===== config.mk =====
export PLATFORM = sky130hd
export DESIGN_NAME = ordered_list_append_delete
export DESIGN_NICKNAME = d
export VERILOG_FILES = /design/src/olad_pkg.sv /design/src/olad_ctrl.sv /design/src/olad_dpath.sv /design/src/ordered_list_append_delete.sv
export SDC_FILE = /design/constraint.sdc
export NUM_CORES = 1
export LEC_CHECK = 0
export BUFFER_PORTS_ARGS = -buffer_cell sky130_fd_sc_hd__clkbuf_2
export CAP_MARGIN = 20
export CORE_MARGIN = 1.5
export CORE_UTILIZATION = 45
export CTS_CLUSTER_DIAMETER = 50
export DETAILED_ROUTE_END_ITERATION = 10
export PLACE_DENSITY_LB_ADDON = 0.05
export SETUP_SLACK_MARGIN = 0.3
export SLEW_MARGIN = 25
export SYNTH_ARGS = -nofsm -noshare
export SYNTH_HDL_FRONTEND = slang
export SYNTH_SLANG_ARGS = --single-unit

===== constraint.sdc =====
create_clock -name clk -period 10.14 [get_ports clk]
set_input_delay 0.507 -clock clk [delete_from_list [all_inputs] [get_ports clk]]
set_output_delay 0.507 -clock clk [all_outputs]
set_load 0.01 [all_outputs]

===== src/olad_pkg.sv =====
package olad_pkg;

	localparam int CAPACITY_DEF   = 16;
	localparam int DATA_WIDTH_DEF = 32;
	localparam int CMD_W          = 2;
	localparam int STATUS_W       = 3;

	// command codes; code 3 is unused and ignored
	localparam logic [CMD_W-1:0] CMD_APPEND = 2'd0;
	localparam logic [CMD_W-1:0] CMD_DELETE = 2'd1;
	localparam logic [CMD_W-1:0] CMD_LIST   = 2'd2;

	typedef enum logic [STATUS_W-1:0] {
		ST_INSERTED  = 3'd0,
		ST_DELETED   = 3'd1,
		ST_NOT_FOUND = 3'd2,
		ST_EMPTY     = 3'd3,
		ST_FULL      = 3'd4,
		ST_LISTED    = 3'd5
	} status_t;

	typedef enum logic [3:0] {
		S_IDLE,
		S_APPEND,
		S_SEARCH,
		S_SHIFT,
		S_LIST,
		S_REP_INS,
		S_REP_FULL,
		S_REP_DEL,
		S_REP_NF,
		S_REP_EMPTY
	} state_t;

	// controller to datapath
	typedef struct packed {
		logic    accept;
		logic    issue;
		logic    hold;
		logic    wr_append;
		logic    wr_shift;
		logic    cnt_inc;
		logic    cnt_dec;
		logic    clr_val;
		logic    out_load;
		logic    out_last;
		logic    out_from_mem;
		status_t out_status;
	} ctl_cmd_t;

	// datapath to controller
	typedef struct packed {
		logic [CMD_W-1:0] in_cmd;
		logic             cnt_zero;
		logic             full;
		logic             rp_lt_cnt;
		logic             rv;
		logic             match;
		logic             ri_last;
		logic             out_free;
	} ctl_sts_t;

endpackage


===== src/olad_ctrl.sv =====
module olad_ctrl (
	input  logic               clk,
	input  logic               arst_n,
	input  logic               s_tvalid,
	output logic               s_tready,
	input  olad_pkg::ctl_sts_t sts,
	output olad_pkg::ctl_cmd_t cmd
);

	olad_pkg::state_t state_q, state_d;

	always_ff @(posedge clk or negedge arst_n) begin
		if (!arst_n) begin
			state_q <= olad_pkg::S_IDLE;
		end else begin
			state_q <= state_d;
		end
	end

	// next state
	always_comb begin
		state_d = state_q;
		unique case (state_q)
			olad_pkg::S_IDLE: begin
				if (s_tvalid) begin
					priority if (sts.in_cmd == olad_pkg::CMD_APPEND) begin
						state_d = olad_pkg::S_APPEND;
					end else if (sts.in_cmd == olad_pkg::CMD_DELETE) begin
						state_d = sts.cnt_zero ? olad_pkg::S_REP_EMPTY : olad_pkg::S_SEARCH;
					end else if (sts.in_cmd == olad_pkg::CMD_LIST) begin
						state_d = sts.cnt_zero ? olad_pkg::S_REP_EMPTY : olad_pkg::S_LIST;
					end else begin
						state_d = olad_pkg::S_IDLE;
					end
				end
			end
			olad_pkg::S_APPEND: begin
				state_d = sts.full ? olad_pkg::S_REP_FULL : olad_pkg::S_REP_INS;
			end
			olad_pkg::S_SEARCH: begin
				if (sts.rv && sts.match) begin
					state_d = sts.ri_last ? olad_pkg::S_REP_DEL : olad_pkg::S_SHIFT;
				end else if (sts.rv && sts.ri_last) begin
					state_d = olad_pkg::S_REP_NF;
				end
			end
			olad_pkg::S_SHIFT: begin
				if (sts.rv && sts.ri_last) begin
					state_d = olad_pkg::S_REP_DEL;
				end
			end
			olad_pkg::S_LIST: begin
				if (sts.rv && sts.out_free && sts.ri_last) begin
					state_d = olad_pkg::S_IDLE;
				end
			end
			olad_pkg::S_REP_INS, olad_pkg::S_REP_FULL, olad_pkg::S_REP_DEL,
			olad_pkg::S_REP_NF, olad_pkg::S_REP_EMPTY: begin
				if (sts.out_free) begin
					state_d = olad_pkg::S_IDLE;
				end
			end
			default: state_d = olad_pkg::S_IDLE;
		endcase
	end

	// outputs
	always_comb begin
		cmd              = '0;
		cmd.out_status   = olad_pkg::ST_INSERTED;
		s_tready         = 1'b0;
		unique case (state_q)
			olad_pkg::S_IDLE: begin
				s_tready   = 1'b1;
				cmd.accept = s_tvalid;
				// an empty listing reports element zero
				cmd.clr_val = s_tvalid && sts.cnt_zero && (sts.in_cmd == olad_pkg::CMD_LIST);
			end
			olad_pkg::S_APPEND: begin
				cmd.wr_append = !sts.full;
				cmd.cnt_inc   = !sts.full;
			end
			olad_pkg::S_SEARCH: begin
				cmd.issue   = sts.rp_lt_cnt;
				cmd.cnt_dec = sts.rv && sts.match && sts.ri_last;
			end
			olad_pkg::S_SHIFT: begin
				cmd.issue    = sts.rp_lt_cnt;
				cmd.wr_shift = sts.rv;
				cmd.cnt_dec  = sts.rv && sts.ri_last;
			end
			olad_pkg::S_LIST: begin
				cmd.out_status   = olad_pkg::ST_LISTED;
				cmd.out_from_mem = 1'b1;
				cmd.out_last     = sts.ri_last;
				if (!sts.rv) begin
					cmd.issue = sts.rp_lt_cnt;
				end else if (sts.out_free) begin
					cmd.out_load = 1'b1;
					cmd.issue    = sts.rp_lt_cnt;
				end else begin
					cmd.hold = 1'b1;
				end
			end
			olad_pkg::S_REP_INS: begin
				cmd.out_load   = sts.out_free;
				cmd.out_last   = 1'b1;
				cmd.out_status = olad_pkg::ST_INSERTED;
			end
			olad_pkg::S_REP_FULL: begin
				cmd.out_load   = sts.out_free;
				cmd.out_last   = 1'b1;
				cmd.out_status = olad_pkg::ST_FULL;
			end
			olad_pkg::S_REP_DEL: begin
				cmd.out_load   = sts.out_free;
				cmd.out_last   = 1'b1;
				cmd.out_status = olad_pkg::ST_DELETED;
			end
			olad_pkg::S_REP_NF: begin
				cmd.out_load   = sts.out_free;
				cmd.out_last   = 1'b1;
				cmd.out_status = olad_pkg::ST_NOT_FOUND;
			end
			olad_pkg::S_REP_EMPTY: begin
				cmd.out_load   = sts.out_free;
				cmd.out_last   = 1'b1;
				cmd.out_status = olad_pkg::ST_EMPTY;
			end
			default: begin
				s_tready = 1'b0;
			end
		endcase
	end

	a_load_free: assert property (@(posedge clk) disable iff (!arst_n)
		cmd.out_load |-> sts.out_free)
		else $error("result loaded while output register busy");

	a_issue_range: assert property (@(posedge clk) disable iff (!arst_n)
		cmd.issue |-> sts.rp_lt_cnt)
		else $error("entry read issued past the tail");

endmodule


===== src/olad_dpath.sv =====
module olad_dpath #(
	parameter int CAPACITY   = olad_pkg::CAPACITY_DEF,
	parameter int DATA_WIDTH = olad_pkg::DATA_WIDTH_DEF,
	parameter int IN_W       = 40,
	parameter int OUT_W      = 40
) (
	input  logic               clk,
	input  logic               arst_n,
	input  logic [IN_W-1:0]    s_tdata,
	input  olad_pkg::ctl_cmd_t cmd,
	output olad_pkg::ctl_sts_t sts,
	output logic               m_tvalid,
	input  logic               m_tready,
	output logic [OUT_W-1:0]   m_tdata,
	output logic               m_tlast
);

	localparam int CW = $clog2(CAPACITY + 1);
	localparam int AW = (CAPACITY > 1) ? $clog2(CAPACITY) : 1;

	logic [DATA_WIDTH-1:0] entries_q [CAPACITY];
	logic [DATA_WIDTH-1:0] val_q;
	logic [CW-1:0]         cnt_q;
	logic [CW-1:0]         rp_q;
	logic [CW-1:0]         ri_s1;
	logic [CW-1:0]         ri_dec;
	logic [DATA_WIDTH-1:0] rdata_s1;
	logic                  rv_s1;

	logic                      ov_q;
	logic                      olast_q;
	olad_pkg::status_t         ostat_q;
	logic [DATA_WIDTH-1:0]     oelem_q;
	logic [CW-1:0]             ocnt_q;

	assign ri_dec = ri_s1 - CW'(1);

	// control registers
	always_ff @(posedge clk or negedge arst_n) begin
		if (!arst_n) begin
			cnt_q <= '0;
			rp_q  <= '0;
			rv_s1 <= 1'b0;
			ov_q  <= 1'b0;
		end else begin
			if (cmd.cnt_inc) begin
				cnt_q <= cnt_q + CW'(1);
			end else if (cmd.cnt_dec) begin
				cnt_q <= cnt_q - CW'(1);
			end
			if (cmd.accept) begin
				rp_q <= '0;
			end else if (cmd.issue) begin
				rp_q <= rp_q + CW'(1);
			end
			rv_s1 <= cmd.issue | (rv_s1 & cmd.hold);
			ov_q  <= cmd.out_load | (ov_q & !m_tready);
		end
	end

	// request value
	always_ff @(posedge clk) begin
		if (cmd.clr_val) begin
			val_q <= '0;
		end else if (cmd.accept) begin
			val_q <= s_tdata[olad_pkg::CMD_W +: DATA_WIDTH];
		end
	end

	// entry memory, one write and one registered read per cycle
	always_ff @(posedge clk) begin
		if (cmd.wr_append) begin
			entries_q[cnt_q[AW-1:0]] <= val_q;
		end else if (cmd.wr_shift) begin
			entries_q[ri_dec[AW-1:0]] <= rdata_s1;
		end
		if (cmd.issue) begin
			rdata_s1 <= entries_q[rp_q[AW-1:0]];
			ri_s1    <= rp_q;
		end
	end

	// output register
	always_ff @(posedge clk) begin
		if (cmd.out_load) begin
			olast_q <= cmd.out_last;
			ostat_q <= cmd.out_status;
			oelem_q <= cmd.out_from_mem ? rdata_s1 : val_q;
			ocnt_q  <= cnt_q;
		end
	end

	assign m_tvalid = ov_q;
	assign m_tlast  = olast_q;
	assign m_tdata  = OUT_W'({ocnt_q, oelem_q, ostat_q});

	assign sts.in_cmd    = s_tdata[olad_pkg::CMD_W-1:0];
	assign sts.cnt_zero  = (cnt_q == '0);
	assign sts.full      = (cnt_q == CW'(CAPACITY));
	assign sts.rp_lt_cnt = (rp_q < cnt_q);
	assign sts.rv        = rv_s1;
	assign sts.match     = (rdata_s1 == val_q);
	assign sts.ri_last   = ((ri_s1 + CW'(1)) == cnt_q);
	assign sts.out_free  = !ov_q || m_tready;

	a_cnt_bound: assert property (@(posedge clk) disable iff (!arst_n)
		cnt_q <= CW'(CAPACITY))
		else $error("entry count above capacity");

	a_shift_addr: assert property (@(posedge clk) disable iff (!arst_n)
		cmd.wr_shift |-> (ri_s1 != '0) && rv_s1)
		else $error("compaction write without a valid source entry");

	a_append_room: assert property (@(posedge clk) disable iff (!arst_n)
		cmd.wr_append |=> (cnt_q == $past(cnt_q) + CW'(1)))
		else $error("append did not grow the list");

endmodule


===== src/ordered_list_append_delete.sv =====
// Ordered list of up to CAPACITY signed DATA_WIDTH-bit values held in a
// compacted entry memory with a count. A request carries a command and a
// value: append stores the value after the tail (status full if there is no
// room), delete removes the first entry from the head that equals the value
// and closes the gap (status not found or empty otherwise), and list streams
// every entry from head to tail with tlast on the tail entry, or a single
// empty status with element zero. Every result carries the entry count after
// the request; command code 3 is taken and ignored with no result. Requests
// are handled one at a time: a new request is taken only when the previous
// one has handed its last result to the output register, which may still be
// waiting for m_tready. Append passes an append and a report state; delete
// or list of an empty list goes straight to its report. Delete searches from
// the head and compacts the entries behind a match before reporting. Search,
// compaction and listing use the single read port, one entry per cycle, with
// listing held while output is busy. No clearing pass is needed after reset.
module ordered_list_append_delete #(
	parameter int CAPACITY   = olad_pkg::CAPACITY_DEF,
	parameter int DATA_WIDTH = olad_pkg::DATA_WIDTH_DEF,
	localparam int CW        = $clog2(CAPACITY + 1),
	localparam int IN_W      = ((olad_pkg::CMD_W + DATA_WIDTH + 7) / 8) * 8,
	localparam int OUT_W     = ((olad_pkg::STATUS_W + DATA_WIDTH + CW + 7) / 8) * 8
) (
	input  logic             clk,
	input  logic             arst_n,
	input  logic             s_tvalid,
	output logic             s_tready,
	input  logic [IN_W-1:0]  s_tdata,   // command, value, zero fill
	output logic             m_tvalid,
	input  logic             m_tready,
	output logic [OUT_W-1:0] m_tdata,   // status, element, count, zero fill
	output logic             m_tlast    // final result of the request
);

	olad_pkg::ctl_cmd_t cmd;
	olad_pkg::ctl_sts_t sts;

	// sequencing of append, search, compaction, listing and reports
	olad_ctrl u_ctrl (
		.clk      (clk),
		.arst_n   (arst_n),
		.s_tvalid (s_tvalid),
		.s_tready (s_tready),
		.sts      (sts),
		.cmd      (cmd)
	);

	// entry memory, count, read pipeline and output register
	olad_dpath #(
		.CAPACITY   (CAPACITY),
		.DATA_WIDTH (DATA_WIDTH),
		.IN_W       (IN_W),
		.OUT_W      (OUT_W)
	) u_dpath (
		.clk      (clk),
		.arst_n   (arst_n),
		.s_tdata  (s_tdata),
		.cmd      (cmd),
		.sts      (sts),
		.m_tvalid (m_tvalid),
		.m_tready (m_tready),
		.m_tdata  (m_tdata),
		.m_tlast  (m_tlast)
	);

endmodule

==> results of run 1 <==
-- stage by stage --
stage / setup slack, ns / hold WS (ns) / instances / util / area, um^2
6_report: 6.03 / 0.110 / 2183 / 0.527 / 29100
2_1_floorplan: 6.77 / 0.211 / 1248 / - / 25100
4_1_cts: 5.96 / 0.0711 / 2182 / 0.527 / 29100
3_3_place_gp: 6.00 / 0.484 / 2046 / 0.482 / 26600
3_5_place_dp: 5.97 / 0.476 / 2047 / 0.483 / 26600
5_1_grt: 5.77 / 0.0791 / 2182 / 0.527 / 29100
-- path summary, 6_finish.rpt --
path | start | endpoint | slack (ns)
max | u_ctrl.state_q[2] | u_dpath.entries_q[0][24] | 6.03
min | s_tdata[31] | u_dpath.val_q[29] | 0.11
max reg2reg | u_ctrl.state_q[2] | u_dpath.entries_q[0][24] | 6.03
min reg2reg | u_dpath.rp_q[4] | u_dpath.ri_s1[4] | 0.52
max in group asynchronous | arst_n | u_dpath.rp_q[1] | 9.37
min in group asynchronous | arst_n | u_dpath.rp_q[3] | 0.40
-- where the power goes --
group | internal, mW | total [mW] | switching, mW
Combinational | 0.991 | 2.40 | 1.41
Clock | 1.59 | 2.66 | 1.06
Sequential | 3.64 | 3.94 | 0.305
-- Yosys cell counts (all sizes together), types with 2 or more instances --
master  count  share of area
nand3      10         0.0020
dfxtp      32          0.026
a31oi       6         0.0015
a21o        5         0.0015
mux4      160           0.14
inv        17         0.0025
mux2i       4         0.0016
a21oi      12         0.0024
o32a        2        0.00080
a22o       30          0.010
o21ai      20         0.0040
nand2b      5         0.0012
o22ai       3        0.00075
xor2       11         0.0038
dfrtp      16          0.016
nor3       11         0.0026
or3         2        0.00050
o31ai       2        0.00060
nor2b       2        0.00050
xnor2      35          0.012
clkbuf     39         0.0058
nand2     109          0.016
nor4        5         0.0012
nor2       31         0.0046
buf        23         0.0045
mux2       31          0.014
nand4       7         0.0017
edfxtp    590           0.71
and2        3        0.00075
ha         10         0.0050
-- critical path: stages, from the launching register on --
cell and delay, ns:
dfrtp_1 0.47, nor2_1 0.33, and2_1 0.29, nand3_4 0.63
a21oi_1 0.50, nand2_1 0.30, nor2_4 0.71, buf_4 0.51
-- cell families after synthesis --
| family | after synthesis | share of synthesized area |
|---|---|---|
| DFF | 638 | 0.748 |
| and+or+nand+nor | 190 | 0.0332 |
| xor gates and xnor gates | 46 | 0.0161 |
| muxes | 195 | 0.159 |
| buffers and inverters | 79 | 0.0129 |
| AOI/OAI and AO/OA | 88 | 0.0249 |
| adders and majority gates | 12 | 0.00618 |
-- repair_timing --
action | 4_1_cts | 5_1_grt
hold buffers | 1 | 0
hold endpoints to repair | 16 | 0
setup endpoints to repair | 0 | 0
-- metal layers --
layer  up-vias  routed length (um)  global-route usage
li1       5357                   -                   -
met1      6762               29000               0.337
met2       340               29500               0.351
met3        83                2730              0.0344
met4         0                1060              0.0554
met5         -                   0                   0
-- layout make-up --
| cell class | instances | area, um^2 | area share |
|---|---|---|---|
| sequential | 638 | 18800 | 0.646 |
| clock buffer | 94 | 2010 | 0.0692 |
| tap | 748 | 936 | 0.0322 |
| inverter | 17 | 63.8 | 0.00220 |
| clock inverter | 40 | 432 | 0.0149 |
| antenna | 1 | 2.50 | 0.0000861 |
| multi-input combinational | 531 | 6170 | 0.212 |
| timing repair buffer | 114 | 671 | 0.0231 |
-- flip-flops by register name (all words and copies together), names as in the netlist, 3 cells and up --
register,cells
u_dpath.entries_q,512
u_dpath.oelem_q,32
u_dpath.rdata_s1,32
u_dpath.val_q,32
u_dpath.cnt_q,5
u_dpath.ocnt_q,5
u_dpath.ri_s1,5
u_dpath.rp_q,5
u_ctrl.state_q,4
u_dpath.ostat_q,3
==> out/results.tsv, run 1 <==
metric	value	unit
start_util	0.455	
ys.flop_type	edfxtp_1	
finalPower	9.00	mW
clk_pin_slew	0.06	ns
nNetsFinal	1432	
hold_class	primary input to flip-flop	
cts_num_sinks	638	
fin_skew	0.0167	ns
final_cell_mix	edfxtp_1, mux4_2, nand2_1, clkbuf_2, clkbuf_16	
grt_pass1_wl	90.3	mm
synth_edf_count	590	
row_count	86	
required	10.40	ns
arrival	4.37	ns
avgSynthCellArea	20.1	um^2
fp.dieH	239	um
grt.overflow.total	0	
rr_worst_depth	7	
globalplace.congestion	0.756	
irDropWorstVdd	0.000152	V
power_leakage	9.53	nW
routed_wl	62.3	mm
synth_seq_area_share	0.748	
cap_violations	0	
worstSetupPathType	flip-flop to flip-flop	
drcViolationCount	0	
fill_cells	4421	
slew_headroom	0.319	
drive_above_1_share	0.307	
htree_num_levels	3	
cts_tree	yes	
synth_nets	1303	
min_period_over_period	0.405	
antenna_found_initial	0	
final_common_cell	edfxtp_1	
die_area	0.0572	mm^2
hold_viol	0	
synth_area	0.0251	mm^2
rsz0062_at_grt	false	
drtIter0Drc	1192	
io_pins	87	
avgViaCountPerCell	5.75	
report.final.slew_viol_count	0	
worstMarginPinSlew	1.02	ns
grt_pass1_vias	12700	
cp-start-kind	flip-flop	
root_buffer	clkbuf_16	
coreArea	0.0551	mm^2
clockBufferDepth	3	
power.density	310	mW/mm^2
grt_usage	0.226	
crit_path_end_kind	flip-flop	
vias	12500	
grt_max_degree	63	
setup_tns	0	ns
cts.repair.resized	0	
finalCriticalPeriod	4.11	ns
synthToLayoutAreaGrowth	15.8	%
wl_per_cell	28.5	um
numCtsBuffers	75	
die_x	239	um
ys_warn_count	0	
post_cts_buffers	0	
ant_nets	0	
syn_inst	1248	
drt_first_pass_iters	7	
synth.distinct_cells	50	
async_reset_ff_frac	0.0251	
clock_latency	0.61	ns
hold-path-cell-count	2	
dp_hpwl	31.5	mm
crit_path_max_fanout	37	
fmax	243	MHz
port_buffers	80	
final-setup-viol-count	0	
ys_seq_elements	638	
outcome	finished, final reports clean	
Power figures use the tool's default switching activity.
==> inputs of run 2 (changes only) <==
==> constraint.sdc (replaced) <==
create_clock -name clk -period 4 [get_ports clk]
set_input_delay 0.2 -clock clk [delete_from_list [all_inputs] [get_ports clk]]
set_output_delay 0.2 -clock clk [all_outputs]
set_load 0.01 [all_outputs]
==> run 2 against run 1 <==
Sequential power grew to 2.5 times the previous value; register-to-register slack got worse by 5.3 ns; sequential share of layout area decreased by 1.3 points; hold slack lost 0.0061 ns; die area did not move; total power rose to 2.5 times the previous value; combinational power rose to 2.6 times the previous value; routed wire length fell by 0.21%.
==> out/results.tsv, run 2 (synthesis gave the netlist of run 1 again) <==
metric	value	unit
outcome	finished, final reports clean	
drive_above_1_share	0.306	
io_pins	87	
final-setup-viol-count	0	
clk_pin_slew	0.06	ns
cts.repair.resized	0	
clockBufferDepth	3	
power_leakage	9.74	nW
hold_class	primary input to async pin	
antenna_found_initial	1	
grt_pass1_wl	89.5	mm
cap_violations	0	
numCtsBuffers	73	
final_common_cell	edfxtp_1	
cp-start-kind	flip-flop	
rsz0062_at_grt	false	
wl_per_cell	28.0	um
power_switching	7.03	mW
cts_num_sinks	638	
cts_tree	yes	
path_buf_inv	1	
synthToLayoutAreaGrowth	18.1	%
min_period_over_period	0.818	
die_area	0.0572	mm^2
max_stage_delay	0.78	ns
irDropWorstVdd	0.000433	V
drcViolationCount	0	
setup_tns	0	ns
p_int	15.9	mW
antenna_cells	0	
grt_pass1_vias	12800	
routed_wl	62.2	mm
stdcell_count	2220	
ant_nets	0	
fill_cells	4347	
largest_reg_flops	512	
dp.cells	2055	
post_cts_buffers	0	
crit_path_max_fanout	20	
cp_top_family	simple AND/OR/NAND/NOR gates	
clockPowerShare	0.292	
fin_skew	0.0256	ns
power.density	773	mW/mm^2
htree_num_levels	3	
worstSetupPathType	flip-flop to flip-flop	
finalPower	22.9	mW
seq_power_share	0.434	
finalCriticalPeriod	3.27	ns
vias	12600	
die_x	239	um
final_core_util	0.538	
share_comb_of_total_power	0.273	
grt_max_degree	133	
globalplace.congestion	0.756	
fmax	306	MHz
nNetsFinal	1471	
avgViaCountPerCell	5.69	
crit_chain	nand2_1, nor2_4, nand2_1, o21ai_0, nand2b_1, nor2_4, buf_4	
drt_first_pass_iters	5	
required	4.29	ns
regArea	0.0188	mm^2
grt_usage	0.224	
final_cell_mix	edfxtp_1, mux4_2, nand2_1, clkbuf_2, clkbuf_16	
coreArea	0.0551	mm^2
slew_headroom	0.325	
clock_latency	0.61	ns
dp_hpwl	31.6	mm
crit_path_end_kind	flip-flop	
report.final.slew_viol_count	0	
worstMarginPinSlew	1.01	ns
cts_hold_buf	34	
hold_viol	0	
grt.overflow.total	0	
start_util	0.455	
multi_input_area	0.00617	mm^2
fp.dieH	239	um
row_count	86	
crit_path_top_delay_cell	dfrtp_1	
drtIter0Drc	1032	
switching_share	0.307	
root_buffer	clkbuf_16	
port_buffers	80	
arrival	3.56	ns
## run 2: cell count changes in the layout (fill, tap and decap cells not counted), sizes merged
cell         previous run  this run
clkbuf                174       184
buf                    33        41
diode                   1         0
dlygate4sd3             1        34
clkinv                 25        13
bufinv                  7         6
## run 2: power groups by stage
| stage | registers (mW) | clock network, mW | logic (mW) |
|---|---|---|---|
| after floorplan | 9.82 | 0 | 4.26 |
| after global placement | 10.1 | 0 | 6.28 |
| after detailed placement | 10.1 | 0 | 6.36 |
| after CTS | 9.95 | 6.83 | 6.41 |
| after global routing | 10.1 | 7.07 | 6.83 |
| final | 9.95 | 6.70 | 6.26 |
## run 2: worst paths after layout
check	from	end	slack, ns	depth (start not counted)
setup / recovery	u_ctrl.state_q[0]	u_dpath.entries_q[14][5]	0.73	7
hold / removal	arst_n	u_ctrl.state_q[0]	0.10	2
setup reg to reg	u_ctrl.state_q[0]	u_dpath.entries_q[14][5]	0.73	7
hold reg to reg	u_dpath.rp_q[4]	u_dpath.ri_s1[4]	0.53	0
max in group asynchronous	arst_n	u_dpath.rp_q[0]	3.54	2
min in group clk	s_tdata[0]	u_ctrl.state_q[3]	0.19	4
## run 2: layout make-up
cell class	count	share of cell area
Timing Repair Buffer	155	0.0430
Inverter	17	0.00215
Tap cell	748	0.0316
Clock inverter	27	0.0114
Sequential cell	638	0.633
Multi-Input combinational cell	531	0.208
Clock buffer	104	0.0704
## run 2: per-layer routing
metal,part of all wire,global-route usage,up-vias,wire length [um]
li1,-,-,5430,-
met1,0.44,0.317,6764,27500
met2,0.49,0.361,346,30300
met3,0.048,0.0381,95,3000
met4,0.022,0.0629,2,1390
met5,0.00021,0,-,13
## run 2: metrics by stage
stage,cell area (um^2),hold slack (ns),setup slack [ns]
after floorplan,25100,-0.0956,0.627
after detailed placement,26900,0.166,0.759
final,29600,0.104,0.728
after global placement,26900,0.160,0.785
after CTS,29600,0.0860,0.740
after global routing,29600,0.101,0.537
